File: config.mk
export PLATFORM = sky130hd
export DESIGN_NAME = m4i_lane
export DESIGN_NICKNAME = d
export VERILOG_FILES = /design/src/m4i_pkg.sv /design/src/m4i_lane.sv
export SDC_FILE = /design/constraint.sdc
export NUM_CORES = 2
export LEC_CHECK = 0
export BUFFER_PORTS_ARGS = -buffer_cell sky130_fd_sc_hd__buf_2
export CAP_MARGIN = 25
export CORE_AREA = 2 2 523 785
export DETAILED_ROUTE_END_ITERATION = 6
export DIE_AREA = 0 0 525 787
export PLACE_DENSITY = 0.57
export RECOVER_POWER = 50
export SETUP_SLACK_MARGIN = 0.5
export SLEW_MARGIN = 30
export SYNTH_ARGS = -nofsm -noshare
export SYNTH_HDL_FRONTEND = slang
export SYNTH_SLANG_ARGS = --single-unit
File: constraint.sdc
create_clock -name clock -period 34.2 [get_ports clock]
set_clock_uncertainty 0.05 [all_clocks]
set_input_delay 1.71 -clock clock [delete_from_list [all_inputs] [get_ports clock]]
set_output_delay 1.71 -clock clock [all_outputs]
set_load 0.02 [all_outputs]
File: src/m4i_pkg.sv
// m4i_pkg: shared types, constants and helpers for the 4x4 matrix inverse.
// Used by m4i_lane, m4i_merge and matrix4_inverse; depends on nothing.
package m4i_pkg;

   localparam int DEF_ELEM_WIDTH = 32;
   localparam int DEF_FRAC_BITS  = 16;
   localparam int NUM_LANES      = 4;

   typedef enum logic [2:0] {
      T_IDLE,
      T_WRITE,
      T_COF,
      T_MERGE,
      T_DIV,
      T_EMIT
   } top_state_type;

   typedef enum logic [3:0] {
      LN_IDLE,
      LN_ADDR_A,
      LN_ADDR_B,
      LN_LATCH,
      LN_MUL,
      LN_ACCUM,
      LN_STORE,
      LN_HOLD,
      LN_DIV_SETUP,
      LN_DIV_ADD,
      LN_DIV_CHECK,
      LN_DIV_ITER,
      LN_DIV_END,
      LN_FIN
   } lane_state_type;

   // multiply-accumulate step kinds of a lane
   typedef enum logic [1:0] {
      OP_SA,   // first 2x2 product
      OP_SB,   // second 2x2 product, subtracted
      OP_ACC,  // element times sub-factor into the cofactor sum
      OP_DET   // column-0 element times cofactor, for the determinant
   } op_type;

   typedef struct packed {
      logic       wr_en;
      logic [3:0] wr_addr;
      logic       start_cof;
      logic       start_div;
   } lane_ctl_type;

   typedef struct packed {
      logic cof_ready;
      logic div_ready;
   } lane_sts_type;

   function automatic int prod_w(input int w);
      return 4 * w + 3;
   endfunction

   function automatic int det_w(input int w);
      return 4 * w + 5;
   endfunction

   // k-th index of 0..3 with one index left out
   function automatic logic [1:0] skip_idx(input logic [1:0] skip, input logic [1:0] k);
      return (k >= skip) ? k + 2'd1 : k;
   endfunction

   function automatic logic [1:0] next3(input logic [1:0] k);
      return (k == 2'd2) ? 2'd0 : k + 2'd1;
   endfunction

endpackage

File: src/m4i_lane.sv
// m4i_lane: one lane of the inverse; own copy of the matrix, serial multiplier,
// cofactors of one adjugate column, and a restoring divider. Uses m4i_pkg.
module m4i_lane #(
   parameter int ELEM_WIDTH = m4i_pkg::DEF_ELEM_WIDTH,
   parameter int FRAC_BITS  = m4i_pkg::DEF_FRAC_BITS,
   parameter int LANE       = 0
) (
   input  logic                                           clock,
   input  logic                                           reset,
   input  m4i_pkg::lane_ctl_type                          ctl,
   input  logic [ELEM_WIDTH-1:0]                          wr_data,
   input  logic signed [m4i_pkg::det_w(ELEM_WIDTH)-1:0]   det,
   output m4i_pkg::lane_sts_type                          sts,
   output logic signed [m4i_pkg::prod_w(ELEM_WIDTH)-1:0]  prod,
   output logic [3:0][ELEM_WIDTH-1:0]                     res,
   output logic                                           sat
);

   localparam int W      = ELEM_WIDTH;
   localparam int CNT_W  = $clog2(W);
   localparam int S_W    = 2 * W + 1;
   localparam int COF_W  = 3 * W + 3;
   localparam int PROD_W = m4i_pkg::prod_w(W);
   localparam int DET_W  = m4i_pkg::det_w(W);
   localparam int NUM_W  = 4 * W + 2 * FRAC_BITS + 6;
   localparam int DIV_W  = NUM_W + W;
   localparam int SH     = 2 * FRAC_BITS + 1;
   localparam logic [1:0] ROW_ID = 2'(LANE);

   m4i_pkg::lane_state_type state_ff, state_in;
   m4i_pkg::op_type         op_ff;
   logic [1:0]              r_ff, k_ff, j_ff;
   logic [CNT_W-1:0]        mcnt_ff;
   logic                    last_step;

   logic [W-1:0]            mem [16];
   logic [W-1:0]            rd_ff;
   logic [3:0]              rd_addr, addr_a, addr_b;
   logic [1:0]              r0, r1, r2, ck, c1, c2;

   logic [W-1:0]             a_ff;
   logic signed [PROD_W-1:0] b_ff, p_ff, prod_ff, addend;
   logic signed [S_W-1:0]    s_ff;
   logic signed [COF_W-1:0]  acc_ff;
   logic signed [COF_W-1:0]  cof_ff [4];

   logic [DET_W-1:0]        absdet_ff;
   logic                    det_neg_ff;
   logic [NUM_W-1:0]        rem_ff;
   logic [DIV_W-1:0]        d_ff;
   logic [W-1:0]            q_ff;
   logic                    ovf_ff, neg_ff, sat_ff;
   logic [W-1:0]            res_ff [4];
   logic [COF_W-1:0]        mag;
   logic                    ge;
   logic [W-1:0]            q_next, half, pos_max, neg_min;
   logic                    sat_pos, sat_neg;

   assign last_step = (mcnt_ff == CNT_W'(W - 1));

   // operand addresses, {column, row}
   always_comb begin
      r0 = m4i_pkg::skip_idx(ROW_ID, 2'd0);
      r1 = m4i_pkg::skip_idx(ROW_ID, 2'd1);
      r2 = m4i_pkg::skip_idx(ROW_ID, 2'd2);
      ck = m4i_pkg::skip_idx(r_ff, k_ff);
      c1 = m4i_pkg::skip_idx(r_ff, m4i_pkg::next3(k_ff));
      c2 = m4i_pkg::skip_idx(r_ff, m4i_pkg::next3(m4i_pkg::next3(k_ff)));
      case (op_ff)
         m4i_pkg::OP_SA:  addr_a = {c1, r1};
         m4i_pkg::OP_SB:  addr_a = {c2, r1};
         m4i_pkg::OP_ACC: addr_a = {ck, r0};
         default:         addr_a = {2'd0, ROW_ID};
      endcase
      case (op_ff)
         m4i_pkg::OP_SB: addr_b = {c1, r2};
         default:        addr_b = {c2, r2};
      endcase
   end

   always_ff @(posedge clock) begin
      if (ctl.wr_en) begin
         mem[ctl.wr_addr] <= wr_data;
      end
      rd_ff <= mem[rd_addr];
   end

   // next state
   always_comb begin
      state_in = state_ff;
      unique case (state_ff)
         m4i_pkg::LN_IDLE, m4i_pkg::LN_FIN: begin
            if (ctl.start_cof) state_in = m4i_pkg::LN_ADDR_A;
         end
         m4i_pkg::LN_ADDR_A: state_in = m4i_pkg::LN_ADDR_B;
         m4i_pkg::LN_ADDR_B: state_in = m4i_pkg::LN_LATCH;
         m4i_pkg::LN_LATCH:  state_in = m4i_pkg::LN_MUL;
         m4i_pkg::LN_MUL: begin
            if (last_step) state_in = m4i_pkg::LN_ACCUM;
         end
         m4i_pkg::LN_ACCUM: begin
            if (op_ff == m4i_pkg::OP_DET) state_in = m4i_pkg::LN_HOLD;
            else if (op_ff == m4i_pkg::OP_ACC && k_ff == 2'd2) state_in = m4i_pkg::LN_STORE;
            else state_in = m4i_pkg::LN_ADDR_A;
         end
         m4i_pkg::LN_STORE: state_in = m4i_pkg::LN_ADDR_A;
         m4i_pkg::LN_HOLD: begin
            if (ctl.start_div) state_in = m4i_pkg::LN_DIV_SETUP;
         end
         m4i_pkg::LN_DIV_SETUP: state_in = m4i_pkg::LN_DIV_ADD;
         m4i_pkg::LN_DIV_ADD:   state_in = m4i_pkg::LN_DIV_CHECK;
         m4i_pkg::LN_DIV_CHECK: state_in = m4i_pkg::LN_DIV_ITER;
         m4i_pkg::LN_DIV_ITER: begin
            if (last_step) state_in = m4i_pkg::LN_DIV_END;
         end
         m4i_pkg::LN_DIV_END: begin
            state_in = (j_ff == 2'd3) ? m4i_pkg::LN_FIN : m4i_pkg::LN_DIV_SETUP;
         end
         default: state_in = m4i_pkg::LN_IDLE;
      endcase
   end

   // outputs
   always_comb begin
      rd_addr       = (state_ff == m4i_pkg::LN_ADDR_B) ? addr_b : addr_a;
      sts.cof_ready = (state_ff == m4i_pkg::LN_HOLD);
      sts.div_ready = (state_ff == m4i_pkg::LN_FIN);
   end

   // sequencing counters
   always_ff @(posedge clock) begin
      if (reset) begin
         state_ff <= m4i_pkg::LN_IDLE;
         op_ff    <= m4i_pkg::OP_SA;
         r_ff     <= 2'd0;
         k_ff     <= 2'd0;
         j_ff     <= 2'd0;
         mcnt_ff  <= '0;
      end else begin
         state_ff <= state_in;
         case (state_ff)
            m4i_pkg::LN_IDLE, m4i_pkg::LN_FIN: begin
               if (ctl.start_cof) begin
                  op_ff <= m4i_pkg::OP_SA;
                  r_ff  <= 2'd0;
                  k_ff  <= 2'd0;
               end
            end
            m4i_pkg::LN_LATCH, m4i_pkg::LN_DIV_CHECK: mcnt_ff <= '0;
            m4i_pkg::LN_MUL, m4i_pkg::LN_DIV_ITER:    mcnt_ff <= mcnt_ff + 1'b1;
            m4i_pkg::LN_ACCUM: begin
               case (op_ff)
                  m4i_pkg::OP_SA: op_ff <= m4i_pkg::OP_SB;
                  m4i_pkg::OP_SB: op_ff <= m4i_pkg::OP_ACC;
                  m4i_pkg::OP_ACC: begin
                     if (k_ff != 2'd2) begin
                        k_ff  <= k_ff + 2'd1;
                        op_ff <= m4i_pkg::OP_SA;
                     end
                  end
                  default: op_ff <= op_ff;
               endcase
            end
            m4i_pkg::LN_STORE: begin
               if (r_ff == 2'd3) begin
                  op_ff <= m4i_pkg::OP_DET;
               end else begin
                  r_ff  <= r_ff + 2'd1;
                  k_ff  <= 2'd0;
                  op_ff <= m4i_pkg::OP_SA;
               end
            end
            m4i_pkg::LN_HOLD: begin
               if (ctl.start_div) j_ff <= 2'd0;
            end
            m4i_pkg::LN_DIV_END: j_ff <= j_ff + 2'd1;
            default: j_ff <= j_ff;
         endcase
      end
   end

   assign addend  = a_ff[0] ? b_ff : '0;
   assign mag     = cof_ff[j_ff][COF_W-1] ? -cof_ff[j_ff] : cof_ff[j_ff];
   assign ge      = ({{W{1'b0}}, rem_ff} >= d_ff);
   assign half    = {1'b1, {(W-1){1'b0}}};
   assign pos_max = {1'b0, {(W-1){1'b1}}};
   assign neg_min = half;
   assign sat_pos = ovf_ff || q_ff[W-1];
   assign sat_neg = ovf_ff || (q_ff > half);
   assign q_next  = neg_ff ? (sat_neg ? neg_min : -q_ff) : (sat_pos ? pos_max : q_ff);

   // datapath
   always_ff @(posedge clock) begin
      case (state_ff)
         m4i_pkg::LN_ADDR_B: a_ff <= rd_ff;
         m4i_pkg::LN_LATCH: begin
            p_ff <= '0;
            case (op_ff)
               m4i_pkg::OP_ACC: b_ff <= {{(PROD_W-S_W){s_ff[S_W-1]}}, s_ff};
               m4i_pkg::OP_DET: b_ff <= {{(PROD_W-COF_W){cof_ff[0][COF_W-1]}}, cof_ff[0]};
               default:         b_ff <= {{(PROD_W-W){rd_ff[W-1]}}, rd_ff};
            endcase
         end
         m4i_pkg::LN_MUL: begin
            // top multiplier bit carries negative weight
            p_ff <= last_step ? p_ff - addend : p_ff + addend;
            a_ff <= a_ff >> 1;
            b_ff <= b_ff <<< 1;
         end
         m4i_pkg::LN_ACCUM: begin
            case (op_ff)
               m4i_pkg::OP_SA:  s_ff <= p_ff[S_W-1:0];
               m4i_pkg::OP_SB:  s_ff <= s_ff - p_ff[S_W-1:0];
               m4i_pkg::OP_ACC: acc_ff <= ((k_ff == 2'd0) ? '0 : acc_ff) + p_ff[COF_W-1:0];
               default:         prod_ff <= p_ff;
            endcase
         end
         m4i_pkg::LN_STORE: begin
            cof_ff[r_ff] <= (ROW_ID[0] ^ r_ff[0]) ? -acc_ff : acc_ff;
         end
         m4i_pkg::LN_HOLD: begin
            if (ctl.start_div) begin
               absdet_ff  <= det[DET_W-1] ? -det : det;
               det_neg_ff <= det[DET_W-1];
               sat_ff     <= 1'b0;
            end
         end
         m4i_pkg::LN_DIV_SETUP: begin
            rem_ff <= {{(NUM_W-COF_W){1'b0}}, mag} << SH;
            neg_ff <= cof_ff[j_ff][COF_W-1] ^ det_neg_ff;
         end
         m4i_pkg::LN_DIV_ADD: begin
            // +|det| over 2|det| rounds half away from zero
            rem_ff <= rem_ff + {{(NUM_W-DET_W){1'b0}}, absdet_ff};
            d_ff   <= {{(DIV_W-DET_W){1'b0}}, absdet_ff} << (W + 1);
         end
         m4i_pkg::LN_DIV_CHECK: begin
            ovf_ff <= ge;
            d_ff   <= d_ff >> 1;
            q_ff   <= '0;
         end
         m4i_pkg::LN_DIV_ITER: begin
            if (ge) rem_ff <= rem_ff - d_ff[NUM_W-1:0];
            q_ff <= {q_ff[W-2:0], ge};
            d_ff <= d_ff >> 1;
         end
         m4i_pkg::LN_DIV_END: begin
            res_ff[j_ff] <= q_next;
            sat_ff       <= sat_ff | (neg_ff ? sat_neg : sat_pos);
         end
         default: a_ff <= a_ff;
      endcase
   end

   always_comb begin
      for (int i = 0; i < 4; i++) begin
         res[i] = res_ff[i];
      end
   end

   assign prod = prod_ff;
   assign sat  = sat_ff;

endmodule

==> flow_metrics.py <==
metrics = {
    "status": {
        "outcome": "complete, but fails checks",
        "violations": "capacitance limit, slew limit",
    },
    "cts": {
        "cts_resized": 0,
        "root_buffer": "clkbuf_16",
        "h-tree-depth": 4,
        "cts.path.max_buffers": 4,
        "cts_tree": "yes",
        "cts_hold_buf": 0,
        "clk_pin_slew_ns": 0.07,
        "clk_latency_ns": 0.96,
        "numCtsBuffers": 230,
        "clock-sinks": 2177,
        "post_cts_buffers": 0,
    },
    "floorplan": {
        "rows": 287,
        "die-area_sq_mm": 0.413,
        "start_util": 0.319,
        "core-area_sq_mm": 0.406,
        "ioPinCount": 436,
        "die_y_microns": 787,
        "die_x_microns": 525,
    },
    "critical_path": {
        "cp_data_arrival_time_ns": 12.15,
        "cp-start-kind": "register",
        "r2r_setup_slack_ns": 22.65,
        "critPathKind": "reg -> reg",
        "path_max_fanout": 71,
        "crit_chain": "nand3_1 -> clkinv_1 -> clkbuf_1 -> nand2_4 -> nand2_1 -> o21ai_0 -> ha_1 -> nand2_1 -> nor3_1 -> a211oi_1 -> o21ai_1 -> nand3_1 -> a2111oi_1 -> buf_4 -> o21ai_1 -> a2111oi_2 -> o21ai_1 -> o221ai_1 -> a31oi_1 -> o31ai_1 -> mux2i_1",
        "cp.required_ns": 34.80,
        "r2r-end": "rem_ff[165]",
        "critPathTopFamily": "compound AO/OA/AOI/OAI gates",
        "cp_common_cell": "o21ai_1",
        "r2r_start": "state_ff[1]",
        "reg2reg_depth": 21,
        "worstSetupEndpointType": "register",
        "worst_path_largest_cell_delay_ns": 2.17,
        "worst-path-buf-inv": 3,
        "crit_slowest_cell": "clkbuf_1",
    },
    "timing": {
        "finalWorstSetupSlack_ns": 22.65,
        "period_needed_ns": 11.55,
        "worst_slew_pin_slew_ns": 4.50,
        "setup_violations": 0,
        "hold_slack_ns": 0.413,
        "finalCritPeriodShare": 0.338,
        "finalSetupTns_ns": 0,
        "hold_viol_final": 0,
        "rsz0062_at_grt": "no",
        "drv_slew": 1842,
        "maxSlewHeadroom": -2.00,
        "fmax_ghz": 0.0866,
    },
    "route": {
        "ant_nets": 0,
        "drt_pre_antenna_iters": 6,
        "drtIter0Drc": 8753,
        "wire_per_inst_microns": 23.5,
        "via_per_inst": 5.46,
        "vias": 100000,
        "wl_microns": 430000,
        "drc": 0,
    },
    "cells_and_area": {
        "syn2layout_area_growth_pct": 11.5,
        "drive_gt1_frac": 0.0736,
        "regArea_sq_mm": 0.0649,
        "fillers": 40700,
        "finalNonFillerCells": 18300,
        "finalNetCount": 13600,
        "multi_input_area_sq_mm": 0.0606,
    },
    "placed_design": {
        "hpwl_microns": 323000,
        "dp_slack_ns": 25.73,
        "dp_cells": 17800,
        "place.gp.congestion": 0.948,
        "io_buffers": 435,
    },
    "power": {
        "power.density_mw_per_mm2": 68.7,
        "p_leak_uw": 0.0514,
        "total_power_uw": 9920,
        "max-vdd-ir-drop_mv": 0.0549,
    },
    "global_route": {
        "track_usage": 0.199,
        "grt-ovfl-total": 0,
        "antenna_found_initial": 41,
        "grt_pass1_vias": 98000,
        "grt_max_degree": 148,
        "grt_pass1_wl_microns": 630000,
    },
    "synthesis": {
        "synth_top_area_share": 0.493,
        "yosys_warnings": 0,
        "synth_area_per_cell_sq_um": 10.3,
        "synthCells": 12600,
        "ys_seq_area_frac": 0.501,
        "synth_ff_type": "edfxtp_1",
        "synth_fp_nets": 13400,
        "synthesis.area_sq_mm": 0.129,
        "ys_seq_elements": 2177,
        "synth.most_common_cell": "edfxtp_1",
        "synth_area_leaders": "edfxtp_1, ha_1, nand2_1",
        "synth_edf_count": 2126,
        "yosysUniqueCellTypes": 109,
        "synth_top_area_cell": "edfxtp_1",
        "async_reset_ff_frac": 0,
        "synth_common_cells": "edfxtp_1, nand2_1, a21oi_1",
    },
    "worst_hold_path": {
        "hold_end": "mcnt_ff[3]",
        "min_path_cells": 1,
        "worstHoldStart": "mcnt_ff[3]",
        "hold_path_class": "reg -> reg",
    },
    "run": {
        "drv_cap": 49,
    },
}
## area by class of cell
class                   count  share of cell area
clock inverters           163              0.0119
multi-input cells        9318               0.420
inverters                 433              0.0113
repair buffers            564              0.0193
well taps                5346              0.0463
flip-flops and latches   2177               0.449
clock buffers             265              0.0417
diodes                     28            0.000485
## sequential cells by signal (all words and copies together), names as in the netlist, 4 cells and up, named ones only
register   flops
cof_ff       396
prod         131
mem          512
acc_ff        99
q_ff          32
rd_ff         32
rem_ff       166
state_ff       4
s_ff          65
absdet_ff    133
d_ff         166
res_ff       128
a_ff          32
b_ff         131
mcnt_ff        5
p_ff         131
## cell usage in the layout (no fill, tap or decap), types with 83 or more instances in the layout
master,synthesis,layout
a211oi_1,125,125
a21o_1,408,408
a21oi_1,1051,1050
a31oi_1,213,212
and2_1,92,83
buf_2,12,231
buf_4,7,89
clkbuf_1,585,268
clkbuf_16,0,235
edfxtp_1,2126,2126
ha_1,654,653
inv_1,432,427
mux4_2,99,99
nand2_1,1421,1419
nand2b_1,95,94
nand3_1,144,144
nand4_1,257,257
nor2_1,1020,1014
nor2b_1,155,155
nor3_1,219,215
nor4_1,89,89
o21ai_0,869,866
o21bai_1,141,141
o221ai_1,137,137
o31ai_1,141,141
or3_1,139,139
xnor2_1,570,570
xor2_1,391,391
## kinds of logic after synthesis
logic type,synth area share
AO/OA/AOI/OAI,0.175
XOR/XNOR,0.0650
adder cells (fa/ha/maj),0.0638
buffers and inverters,0.0325
flip-flops,0.501
multiplexers,0.0194
AND/OR/NAND/NOR,0.144
## per-stage QoR
stage / utilization / instance area [sq um]
6_report: 0.356 / 144000
2_1_floorplan: - / 129000
3_5_place_dp: 0.338 / 137000
3_3_place_gp: 0.338 / 137000
4_1_cts: 0.357 / 145000
5_1_grt: 0.355 / 144000
## routing by layer
metal	GRT usage	part of all wire	wire (microns)
met1	0.247	0.41	176000
met2	0.341	0.48	206000
met3	0.0266	0.057	24400
met4	0.0965	0.056	23900
met5	0	0.00039	169
## power breakdown
group	total, uW	leakage (uW)	switching, uW	internal, uW
Combinational	3710	0.0282	2420	1290
Clock	2600	0.00372	1140	1460
Sequential	3610	0.0194	296	3310
Total	9920	0.0514	3860	6060
## worst max path at each step
stage	from	endpoint	slack (ns)	cells past startpoint
global route	state_ff[1]	rem_ff[165]	21.75	21
floorplan	state_ff[1]	mcnt_ff[2]	19.08	7
finish	state_ff[1]	rem_ff[165]	22.65	21
global placement	absdet_ff[9]	rem_ff[165]	25.81	23
detailed placement	state_ff[2]	rem_ff[153]	25.73	20
CTS	state_ff[1]	rem_ff[165]	25.63	21
Power figures use the tool's default switching activity.
